===== src/rc4kt_ram.sv =====
// generic single write port, single read port ram with registered read
// no dependencies
`default_nettype none

module rc4kt_ram #(
  parameter int WIDTH = 8,
  parameter int DEPTH = 256
) (
  input  wire logic                                    clk,
  input  wire logic                                    we,
  input  wire logic [((DEPTH > 1) ? $clog2(DEPTH) : 1)-1:0] waddr,
  input  wire logic [WIDTH-1:0]                        wdata,
  input  wire logic [((DEPTH > 1) ? $clog2(DEPTH) : 1)-1:0] raddr,
  output logic      [WIDTH-1:0]                        rdata
);

  logic [WIDTH-1:0] mem [DEPTH];

  always_ff @(posedge clk) begin
    if (we) begin
      mem[waddr] <= wdata;
    end
    rdata <= mem[raddr];
  end

endmodule

`default_nettype wire


===== config.mk =====
export PLATFORM = sky130hd
export DESIGN_NAME = rc4kt_ram
export DESIGN_NICKNAME = d
export VERILOG_FILES = /design/src/rc4kt_ram.sv
export SDC_FILE = /design/constraint.sdc
export NUM_CORES = 2
export LEC_CHECK = 0
export ABC_AREA = 1
export BUFFER_PORTS_ARGS = -buffer_cell sky130_fd_sc_hd__buf_2
export CORE_UTILIZATION = 31
export CTS_CLUSTER_DIAMETER = 40
export DETAILED_ROUTE_END_ITERATION = 7
export MAX_ROUTING_LAYER = met4
export PLACE_DENSITY = 0.48
export RECOVER_POWER = 100
export SYNTH_ARGS = -nofsm -noshare
export SYNTH_HDL_FRONTEND = slang
export SYNTH_SLANG_ARGS = --single-unit

===== constraint.sdc =====
create_clock -name clk -period 2 [get_ports clk]
set_input_delay 0.3 -clock clk [delete_from_list [all_inputs] [get_ports clk]]
set_output_delay 0.3 -clock clk [all_outputs]
set_load 0.02 [all_outputs]

[After elaboration in Yosys (flattened, before gate mapping)]
Memories as Yosys holds them, arrays and structs flattened. A register that Yosys moved wholly into a read port is not among the register bits.
Index checks and enable logic that the tools add are counted.
Operators by class
  muxes and demuxes: 2
Operator list (number)
  1-bit two-way mux: 2
Word-level totals
  memories kept: 1
  output and inout port bits: 8
  input bits: 26
  logic and storage cells: 3
  bits in writable memories: 2048
  register bits: 0
Memory list
  mem: words 256, width 8, rd ports 1, clocked after memory_dff 1, write ports 1, line 17  | logic [WIDTH-1:0] mem [DEPTH];

[Longest topological paths before layout]
  depth in word-level cells: 2
  depth in mapped cells: 15
  depth with buffers taken out: 11

[Worst setup path before layout]
No wires, ideal clock.
  path type: input-to-reg
  from: input port we
  to: memory mem[162][0], enable pin
  buffers on the path: 2
  library setup time: 0.370 ns
  data arrival time: 1.421 ns
  required time: 1.630 ns
  stages on the path: 4
  setup slack: 0.209 ns
  path through: clkbuf_1 -> nand3_1 -> clkbuf_1 -> nor2_1
On the way
  cells in the longest elaborated chain, start to end: 2
Ends and longest elaborated chain
  from (decl): line 10  | input wire logic we,
  1-bit two-way mux: line 20  | if (we) begin
  1-bit two-way mux (implied by the code): line 21  | mem[waddr] <= wdata;
  to (decl): line 17
No other way between the ends.

[Final worst setup path]
  from: input port waddr[1] (netlist name)
  to: memory mem[72][7], enable pin
RTL lines
  from (decl): line 11  | input wire logic [((DEPTH > 1) ? $clog2(DEPTH) : 1)-1:0] waddr,
No word-level cell before the write port.

==> results.sh <==
export IMPL_port_buffers=33
export IMPL_skew_ps=76.95
export IMPL_rr_startpoint="mem[71][4]"
export IMPL_grt_start_max_net_pins=68
export IMPL_overflow=0
export IMPL_tritoncts="yes"
export IMPL_reg2reg_to="rdata[4]"
export IMPL_min_from="raddr[3]"
export IMPL_timing_critical_path_buf_inv=4
export IMPL_p_leak_nw=36.62
export IMPL_synth_fp_nets=7029
export IMPL_cts_setup_buffers=0
export IMPL_clk_path_buf_depth=4
export IMPL_vdd_drop_max_v=0.001000
export IMPL_p_per_area_nw_per_um2=1094
export IMPL_die_w_um=520.7
export IMPL_ys_seq_area_share_pct=73.94
export IMPL_antenna_left=0
export IMPL_syn_area_um2=83400
export IMPL_post_route_min_period_ps=2038
export IMPL_fmax_ghz=0.4908
export IMPL_worst_slew_pin_slew_ps=1635
export IMPL_critPathArrivalTime_ps=2620
export IMPL_maxCapViolations=4
export IMPL_ioPinCount=34
export IMPL_status="finished, violations left"
export IMPL_dr_pass1_iters=6
export IMPL_slowest_delay_ps=990
export IMPL_rows=190
export IMPL_place_gp_congestion=0.8908
export IMPL_cts_root_buf="clkbuf_16"
export IMPL_synth_area_top_cells="edfxtp_1 (74%), nand3_1 (12%), nand2_1 (9.6%)"
export IMPL_ys_seq_elements=2056
export IMPL_rrSetupSlack_ps=60
export IMPL_critPathMaxFanout=8
export IMPL_grt_pass1_wl_um=389300
export IMPL_total_power_w=0.1135
export IMPL_synth_top_area_cell="edfxtp_1"
export IMPL_setup_viol=8
export IMPL_syn_inst=7003
export IMPL_cp_top_family="buffers and inverters"
export IMPL_die_h_um=520.7
export IMPL_critPathRequiredTime_ps=2590
export IMPL_grt_use_total_pct=20.16
export IMPL_worst_path_most_repeated_cell="nor2_1"
export IMPL_start_util_pct=31.15
export IMPL_critPathLaunchType="input port"
export IMPL_finalCritPeriodShare_pct=101.9
export IMPL_wl_per_cell_um=23.27
export IMPL_crit_path_top_delay_cell="clkbuf_1"
export IMPL_hold_path_class="input port to flip-flop"
export IMPL_clk_pin_slew_worst_paths_ps=50
export IMPL_routed_via_count=57400
export IMPL_drive_above_1_share_pct=13.77
export IMPL_tns_ps=-178.7
export IMPL_cts_sinks=2056
export IMPL_synth_commonest_cells="nand2_1 (2123), edfxtp_1 (2048), nand3_1 (2019)"
export IMPL_die_area_um2=271100
export IMPL_crit_start="waddr[1]"
export IMPL_hold_viol_final=0
export IMPL_rr_worst_depth=10
export IMPL_worstSetupEndpoint="mem[72][7]"
export IMPL_crit_chain="clkbuf_1 > nor2_1 > inv_1 > nor2_1 > nand2_2 > clkbuf_1 > nor2_1 > clkbuf_2"
export IMPL_cp_end_kind="flip-flop"
export IMPL_wirelength_um=268300
export IMPL_drv_slew=247
export IMPL_violations="capacitance limit, slew limit, setup timing"
export IMPL_grt_pass1_vias=56300
export IMPL_setup_slack_ps=-37.51
export IMPL_drc_errors=0
export IMPL_synthFlopType="edfxtp_1"
export IMPL_yosysTopAreaCellShare_pct=73.74
export IMPL_ys_warn_count=0
export IMPL_maxSlewHeadroom_pct=-9.000
export IMPL_core_area_um2=267700
export IMPL_cts_buffers_inserted=345
export IMPL_synthDistinctLibCells=14
export IMPL_vias_per_cell=4.979
export IMPL_ctsHtreeMaxLevel=5
export IMPL_synthArstFlopShare_pct=0
export IMPL_syn_area_per_cell_um2=11.91
export IMPL_synth_most_common_cell="nand2_1"
export IMPL_criticalPathCategory="input port to flip-flop"
export IMPL_clk_insertion_delay_late_ps=980
export IMPL_drt_iter0_markers=5554
export IMPL_synth_edf_count=2048
export IMPL_area_delta_synth_final_pct=24.38
export IMPL_antenna_found_initial=17
export IMPL_dp_final_hpwl_um=172800
export IMPL_cp_depth=8
export IMPL_num_nets_final=7731
report_power, final:
part | internal (W) | leakage, nW | switching (W)
combinational | 0.00198 | 12.6 | 0.00459
clock | 0.0382 | 5.59 | 0.0211
sequential | 0.0476 | 18.5 | 0.0000840
cell usage in the layout, fill, tap and decap left out, drive strengths merged, types with 10 or more instances in the layout:
cell         count
nand2         2123
bufinv          44
edfxtp        2048
inv             86
clkinv         101
nand3         2019
clkinvlp        35
clkbuf         754
buf            461
dlygate4sd3     10
nor2           283
worst min path at each step:
stage | end | slack (ps) | cells after the start
after floorplan | mem[0][0] | 400 | 0
after global placement | mem[69][3] | 650 | 1
after detailed placement | mem[69][3] | 650 | 1
after CTS | mem[126][5] | 130 | 5
after global routing | mem[126][5] | 210 | 5
final | rdata[1] | 200 | 9
area by class of cell:
cell class,count,area [um2]
Clock inverter,227,2655
Tap cell,3552,4444
Fill cell,25790,164000
Sequential cell,2056,61670
Clock buffer,387,8961
Antenna cell,4,10.01
Multi-Input combinational cell,4425,19190
Inverter,39,180.2
Timing Repair Buffer,838,6616
tightest hold or removal path, cell delays in order:
cell     delay, ps
buf_6          160
inv_4           90
nand3_1         90
nand3_1         70
nand3_1        100
nand3_1         80
nand2_1         90
nand2_1         50
nand2_1         60
registers in the layout, indices dropped and copies added, names as in the netlist:
signal,count
mem,2048
rdata,8
timing repair:
item,CTS,global route
pin swaps,0,0
gates cloned,0,0
hold buffers,10,0
resized for setup,10,7
endpoints found under the setup margin,8,6
hold endpoints to repair,883,0
cell families (layout without fill, tap and decap cells):
logic type,after synthesis,after routing,share of synthesized area (%)
simple gates,4425,4425,22.95
flops,2056,2056,73.94
buf+inv,522,1491,3.119
other cells,0,4,0
stage by stage:
stage                     area [um2]  setup WS (ps)  hold WS (ps)  cells  util, %
after floorplan                83400          208.5         398.9   7003        -
after global placement         93770         -884.5         648.3  10900    35.03
after detailed placement       93770         -884.9         651.5  10900    35.03
after CTS                     105500          2.900         132.2  11520    39.42
after global routing          103700         -1.301         211.4  11530    38.75
final                         103700         -37.51         204.1  11530    38.75
layer usage:
layer	routed length [um]	part of all wire [%]	track usage, %
met4	8298	3.1	6.258
met1	116500	43	26.84
met3	17010	6.3	2.954
met5	0	0	-
met2	126500	47	31.75
Power figures use the tool's default switching activity.
