**config.mk**
```make
export PLATFORM = sky130hd
export DESIGN_NAME = rc4kt_ctrl
export DESIGN_NICKNAME = d
export VERILOG_FILES = /design/src/rc4kt_pkg.sv /design/src/rc4kt_ctrl.sv
export SDC_FILE = /design/constraint.sdc
export NUM_CORES = 1
export LEC_CHECK = 0
export BUFFER_PORTS_ARGS = -buffer_cell sky130_fd_sc_hd__clkbuf_2
export CAP_MARGIN = 0
export CELL_PAD_IN_SITES_DETAIL_PLACEMENT = 0
export CELL_PAD_IN_SITES_GLOBAL_PLACEMENT = 1
export CORE_MARGIN = 5
export CORE_UTILIZATION = 36
export CTS_BUF_LIST = sky130_fd_sc_hd__clkbuf_16
export CTS_CLUSTER_DIAMETER = 40
export DETAILED_ROUTE_END_ITERATION = 12
export GPL_TIMING_DRIVEN = 0
export PLACE_DENSITY_LB_ADDON = 0.1
export SYNTH_ARGS = -nofsm -noshare
export SYNTH_HDL_FRONTEND = slang
export SYNTH_SLANG_ARGS = --single-unit
export TNS_END_PERCENT = 5
```
**constraint.sdc**
```tcl
create_clock -name clk -period 2.1 [get_ports clk]
set_input_delay 0.21 -clock clk [delete_from_list [all_inputs] [get_ports clk]]
set_output_delay 0.21 -clock clk [all_outputs]
set_load 0.02 [all_outputs]
```
**src/rc4kt_pkg.sv**
```systemverilog
// shared types and constants for the rc4 keyed table stream xor block
// no dependencies; imported by rc4kt_ctrl, rc4_keyed_table_stream_xor and rc4kt_chk
`default_nettype none

package rc4kt_pkg;

  localparam int BYTE_W    = 8;
  localparam int BOX_DEPTH = 256;
  localparam int KEY_CNT_W = 9;

  typedef logic [BYTE_W-1:0] byte_t;

  localparam logic  OP_KEY   = 1'b0;
  localparam logic  OP_DATA  = 1'b1;
  localparam byte_t IDX_LAST = 8'hff;

  typedef enum logic [3:0] {
    ST_IDLE,
    ST_INIT,
    ST_KSA_RD_I,
    ST_KSA_RD_J,
    ST_KSA_WR_I,
    ST_KSA_WR_J,
    ST_PRGA_RD_K,
    ST_PRGA_RD_A,
    ST_PRGA_RD_B,
    ST_PRGA_WR
  } state_t;

  typedef struct packed {
    state_t st;
    byte_t  idx;
    logic   last;
  } ctrl_t;

endpackage

`default_nettype wire

```
**src/rc4kt_ctrl.sv**
```systemverilog
// build sequencer: walks the box init, key schedule and table fill steps
// depends on rc4kt_pkg
`default_nettype none

module rc4kt_ctrl import rc4kt_pkg::*; (
  input  wire logic clk,
  input  wire logic rst,
  input  wire logic start,
  output ctrl_t     ctrl
);

  state_t state;
  state_t state_next;
  byte_t  idx;
  logic   last;

  assign last = (idx == IDX_LAST);

  always_ff @(posedge clk) begin
    if (rst) begin
      state <= ST_IDLE;
      idx   <= '0;
    end else begin
      state <= state_next;
      if (start) begin
        idx <= '0;
      end else if (state == ST_INIT || state == ST_KSA_WR_J || state == ST_PRGA_WR) begin
        idx <= idx + 8'd1;
      end
    end
  end

  always_comb begin
    state_next = state;
    case (state)
      ST_IDLE:      if (start) state_next = ST_INIT;
      ST_INIT:      if (last) state_next = ST_KSA_RD_I;
      ST_KSA_RD_I:  state_next = ST_KSA_RD_J;
      ST_KSA_RD_J:  state_next = ST_KSA_WR_I;
      ST_KSA_WR_I:  state_next = ST_KSA_WR_J;
      ST_KSA_WR_J:  state_next = last ? ST_PRGA_RD_K : ST_KSA_RD_I;
      ST_PRGA_RD_K: state_next = ST_PRGA_RD_A;
      ST_PRGA_RD_A: state_next = ST_PRGA_RD_B;
      ST_PRGA_RD_B: state_next = ST_PRGA_WR;
      ST_PRGA_WR:   state_next = last ? ST_IDLE : ST_PRGA_RD_K;
      default:      state_next = ST_IDLE;
    endcase
  end

  always_comb begin
    ctrl.st   = state;
    ctrl.idx  = idx;
    ctrl.last = last;
  end

endmodule

`default_nettype wire

```
## Yosys cells after proc, flatten, opt, wreduce, memory -nomap -nowiden

Cells that the tools add are included.

| word-level totals | value |
|---|---|
| bits in registers | 12 |
| input port bits | 3 |
| output and inout bits | 13 |
| logic and storage cells | 25 |

| operators by class | value |
|---|---|
| add/sub/neg operators | 1 |
| equal/unequal tests | 12 |
| multiplexer cells | 5 |
| reductions and logical operators | 5 |

Operator list:

| cell | number |
|---|---|
| $pmux W4 S10 | 1 |
| $eq A4 B3 Y1 const B | 4 |
| $add A8 B1 Y8 const B | 1 |
| $eq A4 B2 Y1 const B | 2 |
| $eq A4 B4 Y1 const B | 2 |
| $eq A8 B8 Y1 const B | 1 |
| $mux W4 | 2 |
| $mux W3 | 2 |
| $eq A4 B1 Y1 const B | 1 |
| $logic_not A4 Y1 | 1 |
| $ne A2 B2 Y1 const B | 2 |
| $logic_or A1 B1 Y1 | 2 |
| $reduce_and A2 Y1 | 1 |
| $reduce_or A2 Y1 | 1 |

## Logic depth before layout (Yosys ltp)

| depth | value |
|---|---|
| depth in word-level cells | 3 |
| gate-level depth with buffers | 5 |

## Least setup slack after synthesis

No wires, ideal clock.

| timing | value |
|---|---|
| path kind | reg-to-reg |
| start | register idx[0] |
| end | register state[2] |
| setup time | 0.074 ns |
| arrival | 1.577 ns |
| slack | 0.449 ns |
| cell stages (with the launch flop) | 6 |
| path buffers | 0 |
| period minus slack after synthesis | 1.651 ns |
| path through | dfxtp_1 -> ha_1 -> and3_2 -> nand2_4 -> or4b_1 -> a31oi_1 |

| on the way | value |
|---|---|
| cells in the longest elaborated chain, start to end | 3 |

Ends and longest elaborated chain:

| what | RTL line | text |
|---|---|---|
| start, declared | rc4kt_ctrl.sv:14 | `byte_t idx;` |
| start signal, assigned | rc4kt_ctrl.sv:28 | `idx <= idx + 8'd1;` |
| $eq A8 B8 Y1 (*) | rc4kt_ctrl.sv:17 | `assign last = (idx == IDX_LAST);` |
| $mux W3 (tied with other cells) | rc4kt_ctrl.sv:45 | `ST_PRGA_WR: state_next = last ? ST_IDLE : ST_PRGA_RD_K;` |
| $pmux W4 S10 or $reduce_and A2 Y1 (tied branches) | - |  |
| end signal, assigned | rc4kt_ctrl.sv:24 | `state <= state_next;` |
| end, declared | rc4kt_ctrl.sv:12 | `state_t state;` |

Every way passes the cells marked *; elsewhere a longest branch is shown, timed or not.
A chain may end at the register's enable or synchronous reset.

## Worst setup path in the final report

| timing | value |
|---|---|
| start | register idx[0] |
| end | output port ctrl[0] in the netlist's numbering |

| on the way | value |
|---|---|
| cells in the longest elaborated chain, start to end | 1 |

Ends and longest elaborated chain:

| what | RTL line | text |
|---|---|---|
| $eq A8 B8 Y1 | rc4kt_ctrl.sv:17 |  |
| end, declared | rc4kt_ctrl.sv:9 | `output ctrl_t ctrl` |

Every way passes these cells.

==> metrics <==
Max-cap violations=0; Post-CTS Hold Fix Bufs=0; GRT Util Overall=roughly 11%; min cycle time layout=1670 ps; total grt overflow=0; fraction of layout cells with a size suffix above 1=27.4%; height of the die=roughly 52 um; CTS tree=built; # rows=15; Ports=16; Worst Path Required=1890 ps; most common cell after layout, fill and taps aside=clkbuf_2; Flop pwr share=a little under two fifths; clock buffer depth=2; DRC viols=0; clock root buffer=clkbuf_16; drt initial violations=5; IO buf count=15; Sink Count=12; pin count of the biggest net entering global routing=11; starting density of the core=37.3%; outcome=finished clean; Detailed Routing Iterations Pass 1=2; die area=between 2000 and 3000 um2; width of the die=51.9 um; Hold WC Path Type=input port to flip-flop; top-area cell type share of the netlist area=38.1%; Worst Tran Pin Value=513 ps; vias in the first global route=roughly 490; routed vias=581; Final nets=100; RSZ-0062 raised after global routing=no; switching power=0.000166 W; Leakage=roughly 0.35 nW; Power Total=0.000689 W; CP max FO=5; Yosys cell types=29; final setup violation count=0; drt total wl=1340 um; Critical Path AT=1460 ps; Post-Synthesis Cell Area=~630 um2; gpl congestion=0.744; switching share of total power=24.1%; Crit path buffers/inverters=3; Slew Viols, Final=0; core area=1690 um2; max incr delay on CP=330 ps; initial antenna violation count=0; Setup CP Type=flip-flop to output pin; Clk pin slew, worst setup/hold paths=40 ps; Layout fillers=183; n_diodes=0; top cells by area, synth=dfxtp_1, xor2_1, nand3_1, nor2_1, a21oi_1; Hold Vio Cnt, Final=0; post-synthesis sequential area ratio=38.1%; pwr/cell area=855 nW/um2; most frequent cells in the layout=clkbuf_2, dfxtp_1, nor2_1; Avg WL per Cell=~12 um; Num CTS Buffers=3; Via-to-Cell Ratio=a little over 5; Seq cells post-synth=12; Fmax=599 MHz; maximum vdd drop=0.524 mV; Synth area leader=dfxtp_1; Synth Warn #=0; CP startpoint kind=flip-flop; TNS Setup=0 ps; slowest CP cell=dfxtp_1; Setup Skew=around 1.1 ps; first-pass GRT wire length=~2200 um; DP HPWL=between 900 and 1000 um; Clock Latency Late Sink=240 ps; Cell Chain, Critical Path=ha_1 -> and3_2 -> nand2_4 -> inv_1 -> buf_4 -> clkbuf_2; fin crit share=79.5%; Gate power share=between 10% and 20%; crit end category=output pin; Pint=0.000523 W; cell family with most CP delay=simple AND/OR/NAND/NOR gates; area grow syn2layout=27.8%; Post-Synthesis Cells=76; post-CTS sizing=0; Post-CTS Repair Setup Buffers=0; CTS H-Tree Depth=1; antenna-violating nets left=0; Clock power frac=50.9%; syn_nets=80; Max transition margin=about two thirds; Avg Cell Area, Syn=8.30 um2
## worst paths after layout
check,from,endpoint,slack [ps],cells past startpoint
max reg2reg,idx[0],state[2],480,5
min,rst,state[0],160,2
max,idx[0],ctrl[0],430,6
min reg2reg,idx[1],idx[1],490,2
## per-layer routing
| metal | up-vias | track usage [%] | routed length (um) |
|---|---|---|---|
| li1 | 307 | - | - |
| met1 | 263 | 13.9 | 646 |
| met2 | 9 | 16.3 | 614 |
| met3 | 2 | 5.16 | 66 |
| met4 | 0 | 3.93 | 10 |
| met5 | - | 0 | 0 |
## cell families (layout without fill, tap and decap cells)
family          after synthesis  count (layout)  synth area share (%)
simple gates                 39              39                  35.5
compound gates               12              12                  11.3
flops                        12              12                  38.1
xor+xnor                      6               6                  8.33
buf+inv                       6              25                  4.76
fa+ha+maj                     1               1                  1.98
## registers in the layout, summed over array words and instances (netlist names)
| name | count |
|---|---|
| state | 4 |
| idx | 8 |
## synthesized netlist by cell type
cell type	n
dfxtp_1	12
nor2_1	9
nand3_1	7
xor2_1	6
a21oi_1	5
nand2_1	5
nand4_1	4
a31oi_1	2
and3_2	2
buf_4	2
inv_1	2
nor2b_1	2
o21ai_0	2
a2111oi_0	1
a21o_1	1
and2_1	1
and4_4	1
buf_1	1
clkbuf_1	1
ha_1	1
nand2_4	1
nand3b_1	1
nand4b_1	1
nor3b_1	1
o21bai_1	1
or2_2	1
or3_1	1
or3b_2	1
or4b_1	1
## worst reg2reg max path, cell delays in order, from the launching register on
cell and delay [ps]:
dfxtp_1 370, ha_1 230, and3_2 240, nand2_4 70, or4b_1 460, a31oi_1 170
## area by class of cell
cell class / instances / area, um2 / area share [%]
multi-input combinational: 58 / 360 / 44.7
sequential: 12 / 240 / 29.8
clock buffer: 3 / 75.1 / 9.32
timing repair buffer: 15 / 75.1 / 9.32
buffer: 4 / 22.5 / 2.80
tap: 17 / 21.3 / 2.64
inverter: 2 / 7.51 / 0.932
clock inverter: 1 / 3.75 / 0.466
## power groups by stage
stage,clock network (W),logic (W),registers [W]
4_1_cts,0.000363,0.0000851,0.000255
3_5_place_dp,0,0.0000849,0.000259
5_1_grt,0.000372,0.0000925,0.000258
2_1_floorplan,0,0.0000546,0.000265
3_3_place_gp,0,0.0000848,0.000259
6_report,0.000350,0.0000838,0.000255
## metrics by stage
stage	hold WS [ps]	utilization [%]	worst slack [ps]	instances	area (um2)
2_1_floorplan	279	-	449	76	631
3_3_place_gp	399	43.0	478	108	727
3_5_place_dp	405	43.0	470	108	727
4_1_cts	150	47.7	413	112	806
5_1_grt	174	47.7	333	112	806
6_report	157	47.7	431	112	806
Power figures use the tool's default switching activity.
